`src/sv/cbavg_pkg.sv`:
```
package cbavg_pkg;

   localparam int PIX_W      = 16;
   localparam int BIN_W      = 16;
   localparam int ROW_W      = 10;
   localparam int AVG_W      = 16;
   localparam int CIB_W      = 16;
   localparam int CNT_W      = CIB_W + 1;
   localparam int REM_W      = CNT_W;
   localparam int FIFO_DEPTH = 4;
   localparam int FIFO_PTR_W = $clog2(FIFO_DEPTH);
   localparam int FIFO_CNT_W = $clog2(FIFO_DEPTH + 1);

   localparam logic [CIB_W-1:0] CIB_MAX  = {CIB_W{1'b1}};
   localparam logic [AVG_W-1:0] AVG_POS_MAX = {1'b0, {(AVG_W-1){1'b1}}};
   localparam logic [AVG_W-1:0] AVG_NEG_MIN = {1'b1, {(AVG_W-1){1'b0}}};

   typedef struct packed {
      logic full;
      logic empty;
   } fifo_stat_type;

endpackage

```
`src/sv/cbavg_fifo.sv`:
```
module cbavg_fifo
   import cbavg_pkg::*;
#(
   parameter int DATA_W = 75
) (
   input  logic              clock,
   input  logic              reset,
   input  logic              push,
   input  logic [DATA_W-1:0] push_data,
   input  logic              pop,
   output logic [DATA_W-1:0] pop_data,
   output fifo_stat_type     stat
);

   logic [DATA_W-1:0]     entry_ff [FIFO_DEPTH];
   logic [FIFO_PTR_W-1:0] wr_ptr_ff, wr_ptr_in;
   logic [FIFO_PTR_W-1:0] rd_ptr_ff, rd_ptr_in;
   logic [FIFO_CNT_W-1:0] count_ff, count_in;

   always_comb begin
      wr_ptr_in = push ? wr_ptr_ff + 1'b1 : wr_ptr_ff;
      rd_ptr_in = pop ? rd_ptr_ff + 1'b1 : rd_ptr_ff;
      count_in  = count_ff;
      if (push && !pop) begin
         count_in = count_ff + 1'b1;
      end else if (pop && !push) begin
         count_in = count_ff - 1'b1;
      end
   end

   always_ff @(posedge clock) begin
      if (reset) begin
         wr_ptr_ff <= '0;
         rd_ptr_ff <= '0;
         count_ff  <= '0;
      end else begin
         wr_ptr_ff <= wr_ptr_in;
         rd_ptr_ff <= rd_ptr_in;
         count_ff  <= count_in;
      end
   end

   always_ff @(posedge clock) begin
      if (push) begin
         entry_ff[wr_ptr_ff] <= push_data;
      end
   end

   assign pop_data   = entry_ff[rd_ptr_ff];
   assign stat.full  = (count_ff == FIFO_CNT_W'(FIFO_DEPTH));
   assign stat.empty = (count_ff == '0);

endmodule

```
`config.mk`:
```
export PLATFORM = sky130hd
export DESIGN_NAME = cbavg_fifo
export DESIGN_NICKNAME = d
export VERILOG_FILES = /design/src/sv/cbavg_pkg.sv /design/src/sv/cbavg_fifo.sv
export SDC_FILE = /design/constraint.sdc
export NUM_CORES = 1
export LEC_CHECK = 0
export ABC_AREA = 1
export BUFFER_PORTS_ARGS = -buffer_cell sky130_fd_sc_hd__buf_2
export CAP_MARGIN = 20
export CORE_MARGIN = 2
export CORE_UTILIZATION = 53
export CTS_BUF_LIST = sky130_fd_sc_hd__clkbuf_2 sky130_fd_sc_hd__clkbuf_4 sky130_fd_sc_hd__clkbuf_8
export CTS_CLUSTER_SIZE = 14
export DETAILED_ROUTE_END_ITERATION = 7
export GPL_TIMING_DRIVEN = 0
export MAX_ROUTING_LAYER = met4
export PLACE_DENSITY = 0.81
export SKIP_CTS_REPAIR_TIMING = 1
export SLEW_MARGIN = 20
export SYNTH_ARGS = -nofsm -noshare
export SYNTH_HDL_FRONTEND = slang
export SYNTH_SLANG_ARGS = --single-unit
```
`constraint.sdc`:
```
create_clock -name clock -period 4.1 [get_ports clock]
set_input_delay 0.615 -clock clock [delete_from_list [all_inputs] [get_ports clock]]
set_output_delay 0.615 -clock clock [all_outputs]
set_load 0.02 [all_outputs]
```
==> out/metrics.cfg <==
[run_status]
status = finished, final reports clean

[logic_synthesis]
synth_cell_type_count = 25
synthTopCellsByArea = edfxtp_1 (73%), o21ai_0 (5.3%), o22ai_2 (5.1%), nor2_4 (4.6%), nor2_1 (3.1%)
yosysTopAreaCell = edfxtp_1
syn_area_mm2 = 0.0123
yosys_warnings = 0
synth_top_area_frac = 0.731
syn_inst = 783
syn_nets = 868
synth-seq-area-share = 0.746
synth.avg_cell_area_um2 = 15.7
ys_seq_elements = 309

[placed_design]
gp_congestion = 0.741
place_inst = 1227
post-place-ws_ns = 1.67
place_hpwl_um = 15600
io_buffer_count = 155

[worst_setup_path]
crit_fanout = 10
critPathArrivalTime_ns = 2.39
end_kind = output port
criticalPathCategory = reg2out
path_cells = buf_6, clkbuf_1, nor2_1, o22ai_2, buf_2
reg2regPathDepth = 5
start_kind = flip-flop
required_ns = 3.48
crit_path_top_delay_cell = dfxtp_1
cpPeakStageDelay_ns = 0.62

[sta]
fin_crit_ns = 3.00
finalHoldViolCount = 0
rsz0062_at_grt = no
fin_setup_tns_ns = 0
worst_slew_pin_slew_ns = 0.586
maxSlewViolCount = 0
fin_worst_skew_ns = 0.0187
clock.fmax_ghz = 0.333
finalCritPeriodShare = 0.733
final-setup-viol-count = 0
maxSlewHeadroom = 0.609
setup_ws_ns = 1.10

[floorplan]
io_pins = 156
rows = 55
die_area_mm2 = 0.0245
core_mm2 = 0.0227
die_x_um = 156
initial_core_util = 0.542
die_h_um = 156

[route]
num_vias = 7222
dr.pass1.iters = 5
drt_iter0_markers = 398
wl_um = 25300
wl_per_cell_um = 19.1
drtAntennaViolNets = 0
drc = 0
drt-vias-per-instance = 5.48

[cts]
cts_root_buf = clkbuf_8
cts.htree.levels = 2
clock_path_buffers = 3
cts_sinks = 309
clock_latency_ns = 0.56
path_clk_slew_ns = 0.06
cts_tree = done
cts_buffers = 48

[job]
cap_violations = 0

[power_and_ir_drop]
p_leak_uw = 0.00506
ir_worst_vdd_uv = 355
p_per_area_mw_per_mm2 = 477
p_total_uw = 6900

[layout]
areaGrowthSynthToFinish_pct = 17.5
nets = 1077
drive_gt1_frac = 0.360
layout.cells.non_filler = 1319

[grt]
grt_pass1_vias = 7434
grt_pass1_wl_um = 38900
gr-total-overflow = 0
grtUsageMet2 = 0.356
grt.total_usage = 0.215
gr-usage-met3 = 0.0446
antenna_found_initial = 2
grt_max_degree = 40
use_met1 = 0.271
top_usage_layer = met2

[min_path]
hp-class = in2reg
hold_depth = 2

-- cell usage in the layout (no fill, tap or decap), drive strengths merged, types with 2 or more instances in the layout --
cell	Yosys	layout
clkbuf	21	81
a21oi	3	3
clkinv	0	26
nand2	9	9
inv	17	17
buf	27	186
dfxtp	9	9
diode	0	2
o22ai	75	75
clkinvlp	0	3
nor3	2	2
nor2	156	156
ha	5	5
edfxtp	300	300
o21ai	155	155
-- critical path, delay by kind of cell, from the launching register on --
| family | cells | cell delay, ns |
|---|---|---|
| simple gates | 1 | 0.12 |
| flops | 1 | 0.62 |
| compound gates | 1 | 0.18 |
| buf+inv | 3 | 0.91 |
-- state kept, by name, summed over array words and instances (netlist names), named ones only --
| register | count |
|---|---|
| entry_ff | 300 |
| wr_ptr_ff | 2 |
| rd_ptr_ff | 2 |
| count_ff | 3 |
-- synthesized netlist by cell type --
cell type / instances
edfxtp_1: 300
o21ai_0: 130
nor2_1: 101
nor2_4: 50
o22ai_2: 50
o22ai_1: 25
clkbuf_1: 21
o21ai_1: 20
buf_2: 15
inv_1: 15
dfxtp_1: 9
nand2_1: 9
buf_12: 7
buf_6: 5
ha_1: 5
nor2_2: 5
o21ai_2: 5
a21oi_1: 3
nor3_1: 2
fa_1: 1
inv_2: 1
inv_6: 1
nand3_1: 1
nand4_1: 1
xor2_1: 1
-- layer usage --
| metal | wire length [um] | part of all wire |
|---|---|---|
| met3 | 1830 | 0.072 |
| met5 | 0 | 0 |
| met4 | 509 | 0.020 |
| met2 | 12800 | 0.51 |
| met1 | 10100 | 0.40 |
-- through the flow --
step	utilization	cell area (um^2)	hold slack [ns]
after global placement	0.592	13500	0.429
after detailed placement	0.597	13600	0.432
final	0.637	14500	0.224
after floorplan	-	12300	0.412
after global routing	0.637	14500	0.214
after CTS	0.637	14500	0.201
-- power by group --
part           switching, uW  internal (uW)
clock                   1140           1280
combinational            559            275
sequential              39.9           3610
-- final timing paths --
path / slack, ns / startpoint / end
setup / recovery: 1.10 / flip-flop / pop_data[13]
hold / removal: 0.22 / reset / count_ff[0]
setup reg to reg: 2.33 / wr_ptr_ff[0] / entry_ff[0][24]
hold reg to reg: 0.44 / rd_ptr_ff[1] / flip-flop
-- cell families after synthesis --
logic type / count (synthesis) / synth area share
compound gates: 233 / 0.129
buf+inv: 65 / 0.0340
xor+xnor: 1 / 0.000711
simple gates: 169 / 0.0835
fa+ha+maj: 6 / 0.00670
flops: 309 / 0.746
-- final cells by class --
type                    instances  area [um^2]
diodes                          2         5.00
plain buffers                  48          350
clock buffers                  60          757
clock inverters                30          158
fillers                      1659         8230
inverters                      17         78.8
multi-input cells             409         2710
flip-flops and latches        309         9190
well taps                     285          357
repair buffers                159          871
(Power assumes the default switching activity.)
