`src/sv/cbavg_pkg.sv`:
```
package cbavg_pkg;

   localparam int PIX_W      = 16;
   localparam int BIN_W      = 16;
   localparam int ROW_W      = 10;
   localparam int AVG_W      = 16;
   localparam int CIB_W      = 16;
   localparam int CNT_W      = CIB_W + 1;
   localparam int REM_W      = CNT_W;
   localparam int FIFO_DEPTH = 4;
   localparam int FIFO_PTR_W = $clog2(FIFO_DEPTH);
   localparam int FIFO_CNT_W = $clog2(FIFO_DEPTH + 1);

   localparam logic [CIB_W-1:0] CIB_MAX  = {CIB_W{1'b1}};
   localparam logic [AVG_W-1:0] AVG_POS_MAX = {1'b0, {(AVG_W-1){1'b1}}};
   localparam logic [AVG_W-1:0] AVG_NEG_MIN = {1'b1, {(AVG_W-1){1'b0}}};

   typedef struct packed {
      logic full;
      logic empty;
   } fifo_stat_type;

endpackage

```
`src/sv/cbavg_div.sv`:
```
module cbavg_div
   import cbavg_pkg::*;
#(
   parameter int SUM_WIDTH = 32,
   parameter int JOB_W     = SUM_WIDTH + CNT_W + BIN_W + ROW_W
) (
   input  logic                    clock,
   input  logic                    reset,
   input  fifo_stat_type           fifo_stat,
   input  logic [JOB_W-1:0]        pop_data,
   output logic                    pop,
   output logic                    rsp_valid,
   input  logic                    rsp_ready,
   output logic [BIN_W-1:0]        rsp_out_bin,
   output logic [ROW_W-1:0]        rsp_out_row,
   output logic signed [AVG_W-1:0] rsp_average
);

   localparam int SW   = SUM_WIDTH;
   localparam int IT_W = $clog2(SW);

   typedef enum logic [1:0] {
      S_IDLE,
      S_DIV,
      S_FIX
   } state_type;

   state_type        state_ff;
   logic [SW-1:0]    dq_ff;
   logic [REM_W-1:0] rem_ff;
   logic [CNT_W-1:0] cnt_ff;
   logic [IT_W-1:0]  iter_ff;
   logic             neg_ff;
   logic [BIN_W-1:0] bin_ff;
   logic [ROW_W-1:0] row_ff;

   logic             rsp_valid_ff;
   logic [BIN_W-1:0] rsp_bin_ff;
   logic [ROW_W-1:0] rsp_row_ff;
   logic [AVG_W-1:0] rsp_avg_ff;

   logic [SW-1:0]    job_sum;
   logic [CNT_W-1:0] job_cnt;
   logic [BIN_W-1:0] job_bin;
   logic [ROW_W-1:0] job_row;
   logic [SW-1:0]    job_mag;
   logic [REM_W:0]   trial;
   logic [REM_W:0]   diff;
   logic             q_bit;
   logic [REM_W-1:0] rem_in;
   logic [AVG_W-1:0] avg_in;

   assign {job_sum, job_cnt, job_bin, job_row} = pop_data;
   assign pop = (state_ff == S_IDLE) && !fifo_stat.empty;

   always_comb begin
      job_mag = job_sum[SW-1] ? (~job_sum) + {{(SW-1){1'b0}}, 1'b1} : job_sum;

      // One restoring step: shift in the next dividend bit, subtract if it fits.
      trial  = {rem_ff, dq_ff[SW-1]};
      diff   = trial - {1'b0, cnt_ff};
      q_bit  = (trial >= {1'b0, cnt_ff});
      rem_in = q_bit ? diff[REM_W-1:0] : trial[REM_W-1:0];

      if (neg_ff) begin
         if (dq_ff > SW'(32768)) begin
            avg_in = AVG_NEG_MIN;
         end else begin
            avg_in = (~dq_ff[AVG_W-1:0]) + {{(AVG_W-1){1'b0}}, 1'b1};
         end
      end else begin
         if (dq_ff > SW'(32767)) begin
            avg_in = AVG_POS_MAX;
         end else begin
            avg_in = dq_ff[AVG_W-1:0];
         end
      end
   end

   always_ff @(posedge clock) begin
      if (reset) begin
         state_ff     <= S_IDLE;
         rsp_valid_ff <= 1'b0;
      end else begin
         if (state_ff == S_FIX && (!rsp_valid_ff || rsp_ready)) begin
            rsp_valid_ff <= 1'b1;
         end else if (rsp_ready) begin
            rsp_valid_ff <= 1'b0;
         end
         case (state_ff)
            S_IDLE: begin
               if (!fifo_stat.empty) begin
                  dq_ff    <= job_mag;
                  rem_ff   <= '0;
                  cnt_ff   <= job_cnt;
                  neg_ff   <= job_sum[SW-1];
                  bin_ff   <= job_bin;
                  row_ff   <= job_row;
                  iter_ff  <= IT_W'(SW - 1);
                  state_ff <= S_DIV;
               end
            end
            S_DIV: begin
               dq_ff   <= {dq_ff[SW-2:0], q_bit};
               rem_ff  <= rem_in;
               iter_ff <= iter_ff - 1'b1;
               if (iter_ff == '0) begin
                  state_ff <= S_FIX;
               end
            end
            S_FIX: begin
               if (!rsp_valid_ff || rsp_ready) begin
                  rsp_bin_ff   <= bin_ff;
                  rsp_row_ff   <= row_ff;
                  rsp_avg_ff   <= avg_in;
                  state_ff     <= S_IDLE;
               end
            end
            default: begin
               state_ff <= S_IDLE;
            end
         endcase
      end
   end

   assign rsp_valid   = rsp_valid_ff;
   assign rsp_out_bin = rsp_bin_ff;
   assign rsp_out_row = rsp_row_ff;
   assign rsp_average = rsp_avg_ff;

endmodule

```
`config.mk`:
```
export PLATFORM = sky130hd
export DESIGN_NAME = cbavg_div
export DESIGN_NICKNAME = d
export VERILOG_FILES = /design/src/sv/cbavg_pkg.sv /design/src/sv/cbavg_div.sv
export SDC_FILE = /design/constraint.sdc
export NUM_CORES = 1
export LEC_CHECK = 0
export BUFFER_PORTS_ARGS = -buffer_cell sky130_fd_sc_hd__buf_2
export CAP_MARGIN = 0
export CORE_MARGIN = 2
export CORE_UTILIZATION = 40
export CTS_CLUSTER_DIAMETER = 150
export DETAILED_ROUTE_END_ITERATION = 12
export GPL_TIMING_DRIVEN = 0
export MAX_ROUTING_LAYER = met4
export PLACE_DENSITY = 0.57
export SLEW_MARGIN = 0
export SYNTH_ARGS = -nofsm -noshare
export SYNTH_HDL_FRONTEND = slang
export SYNTH_SLANG_ARGS = --single-unit
```
`constraint.sdc`:
```
create_clock -name clock -period 9.25 [get_ports clock]
set_clock_uncertainty 0.15 [all_clocks]
set_input_delay 1.3875 -clock clock [delete_from_list [all_inputs] [get_ports clock]]
set_output_delay 1.3875 -clock clock [all_outputs]
set_load 0.02 [all_outputs]
```
==> flow_summary.json <==
{
  "drive_above_1_share": 0.252,
  "grt_max_degree": 18,
  "pre_cts_slack_ns": 5.43,
  "hold_ws_ns": 0.265,
  "cts_root_buffer": "clkbuf_16",
  "syn_area_um2": 7270,
  "cts_tree": "yes",
  "routedWlPerCell_um": 16.6,
  "ys_types": 71,
  "n_fill_cell": 1612,
  "ys_warn_count": 0,
  "critical_path.most_common_cell": "buf_2",
  "peakVddDrop_mv": 0.130,
  "die_h_um": 139,
  "portBuffers": 122,
  "startpoint": "fifo_stat[0]",
  "worstSetupPathType": "in2out",
  "die_x_um": 139,
  "finalSetupTns_ns": 0,
  "nets": 874,
  "rows": 49,
  "timing.final.crit_period_ns": 3.41,
  "yosysTopAreaCell": "edfxtp_1",
  "path_cells": "buf_2 -> nor3_1 -> buf_2",
  "crit_required_ns": 7.71,
  "synth_area_leaders": "edfxtp_1, xor2_1, ha_1, o21ai_0, nand2_1",
  "synth_top_area_frac": 0.578,
  "insertion_delay_ns": 0.43,
  "p_leak_nw": 3.39,
  "finalSetupViolations": 0,
  "slowest_delay_ns": 0.21,
  "grt_usage": 0.185,
  "end_kind": "primary output",
  "r2r_cells": 10,
  "grt-ovfl-total": 0,
  "hold_depth": 0,
  "fmax_ghz": 0.293,
  "slowest_stage": "buf_2",
  "antenna_left": 0,
  "yosys_register_bits": 143,
  "avgSynthCellArea_um2": 11.7,
  "pin_count": 124,
  "synthTopCellsByCount": "edfxtp_1, nand2_1, o21ai_0, nor2_1, inv_1",
  "rsz0062_at_grt": "no",
  "htree_levels": 4,
  "outcome": "finished, final reports clean",
  "slew_viol_final": 0,
  "syn_nets": 721,
  "grt_first_pass_wirelength_um": 28100,
  "reg2reg_slack_ns": 6.09,
  "worst_pin_slew_ns": 0.889,
  "layout_setup_ws_ns": 5.84,
  "drtPass1Iterations": 6,
  "cts_setup_buffers": 0,
  "via_count": 5486,
  "power_mw": 1.66,
  "start_util": 0.406,
  "synth_edf_count": 140,
  "hold_class": "reg2reg",
  "rr_startpoint": "dq_ff[31]$_DFFE_PP_",
  "synth_ff_type": "edfxtp_1",
  "path_clk_slew_ns": 0.07,
  "hpwl_um": 12300,
  "async_flop_share": 0,
  "cts_hold_buf": 0,
  "cts_sinks": 143,
  "p_per_area_nw_per_um2": 185,
  "path_max_fanout": 3,
  "cts_inserted_buffers": 17,
  "core_um2": 17900,
  "cts.path.max_buffers": 2,
  "maxSlewHeadroom": 0.405,
  "vias_per_cell": 5.40,
  "drv_cap": 0,
  "drt-initial-drc-count": 378,
  "antenna_cells": 0,
  "fin_crit_sh": 0.369,
  "area_delta_synth_final_pct": 22.8,
  "cts_resized": 0,
  "ys_seq_area_frac": 0.586,
  "worstSetupEndpoint": "pop",
  "die-area_um2": 19300,
  "grt_pass1_vias": 5627,
  "routed_wl_um": 16900,
  "start_kind": "input pin",
  "gp_routability_congestion": 0.895,
  "grt_antenna_before_repair": 0,
  "synth_most_common_cell": "edfxtp_1",
  "final_hold_viol_count": 0,
  "arrival_ns": 1.88,
  "r2r-end": "rem_ff[2]$_SDFFCE_PN0P_",
  "drc": 0,
  "syn_inst": 620
}
[power breakdown]
group	switching (mW)	internal (mW)
sequential	0.0182	0.746
combinational	0.116	0.0805
clock	0.311	0.385
[logic make-up after synthesis]
family,synth area share
and+or+nand+nor,0.133
adders and majority gates,0.0372
DFF,0.586
buffers and inverters,0.0353
muxes,0.0110
AOI/OAI and AO/OA,0.146
xor gates and xnor gates,0.0506
[routing by layer]
layer	wire length (um)	global-route usage	vias up
met5	0	-	-
met4	150	0.0595	0
met3	895	0.0414	12
met2	7950	0.286	175
met1	7860	0.244	2627
li1	-	-	2672
[sequential cells by signal, indices dropped and copies added, names as in the netlist]
signal / flops
bin_ff: 16
dq_ff: 32
rsp_out_row: 10
cnt_ff: 17
rsp_average: 16
iter_ff: 5
rem_ff: 17
row_ff: 10
rsp_valid: 1
neg_ff: 1
rsp_out_bin: 16
state_ff: 2
[worst min path at each step]
| stage | startpoint | end | slack (ns) |
|---|---|---|---|
| floorplan | bin_ff[0]$_DFFE_PP_ | rsp_out_bin[0]$_DFFE_PP_ | 0.25 |
| global placement | bin_ff[9]$_DFFE_PP_ | rsp_out_bin[9]$_DFFE_PP_ | 0.25 |
| detailed placement | bin_ff[4]$_DFFE_PP_ | rsp_out_bin[4]$_DFFE_PP_ | 0.25 |
| CTS | row_ff[2]$_DFFE_PP_ | rsp_out_row[2]$_DFFE_PP_ | 0.27 |
| global route | row_ff[2]$_DFFE_PP_ | rsp_out_row[2]$_DFFE_PP_ | 0.27 |
| finish | row_ff[2]$_DFFE_PP_ | rsp_out_row[2]$_DFFE_PP_ | 0.26 |
[layout make-up]
class,instances,area (um2),area share
plain buffers,28,129,0.0144
clock buffers,17,425,0.0476
clock inverters,15,165,0.0185
inverters,34,128,0.0143
multi-input cells,415,2780,0.311
flip-flops and latches,143,4260,0.477
well taps,229,287,0.0321
repair buffers,134,759,0.0850
[through the flow]
| step | instances | utilization | cell area (um2) |
|---|---|---|---|
| floorplan | 620 | - | 7270 |
| global route | 1015 | 0.499 | 8930 |
| global placement | 971 | 0.456 | 8170 |
| finish | 1015 | 0.499 | 8930 |
| detailed placement | 983 | 0.466 | 8340 |
| CTS | 1015 | 0.499 | 8930 |
[critical path, delay by kind of cell]
family                 cells  cell delay (ns)
buffers and inverters      2             0.35
and+or+nand+nor            1             0.14
[cells in the final DEF (no fill, tap or decap), types with 4 or more instances in the layout]
cell type and count:
o21ai_0 46, ha_1 20, nor2_1 35, buf_2 131
inv_1 34, edfxtp_1 140, nand4_1 9, o21a_1 5
xor2_1 31, buf_4 7, a21boi_0 4, o31ai_1 16
a211o_1 5, clkbuf_1 15, and2_1 4, a211oi_1 5
a31oi_1 5, clkbuf_16 17, xnor2_1 11, inv_8 4
inv_6 7, or4_1 5, a21o_1 5, a21oi_1 22
mux2i_1 8, nor4_1 8, nor3b_1 7, o41ai_1 8
nor3_1 17, nand2_1 61, nand3_1 13, or3_1 5
No activity file was read; power rests on OpenSTA's default activity.
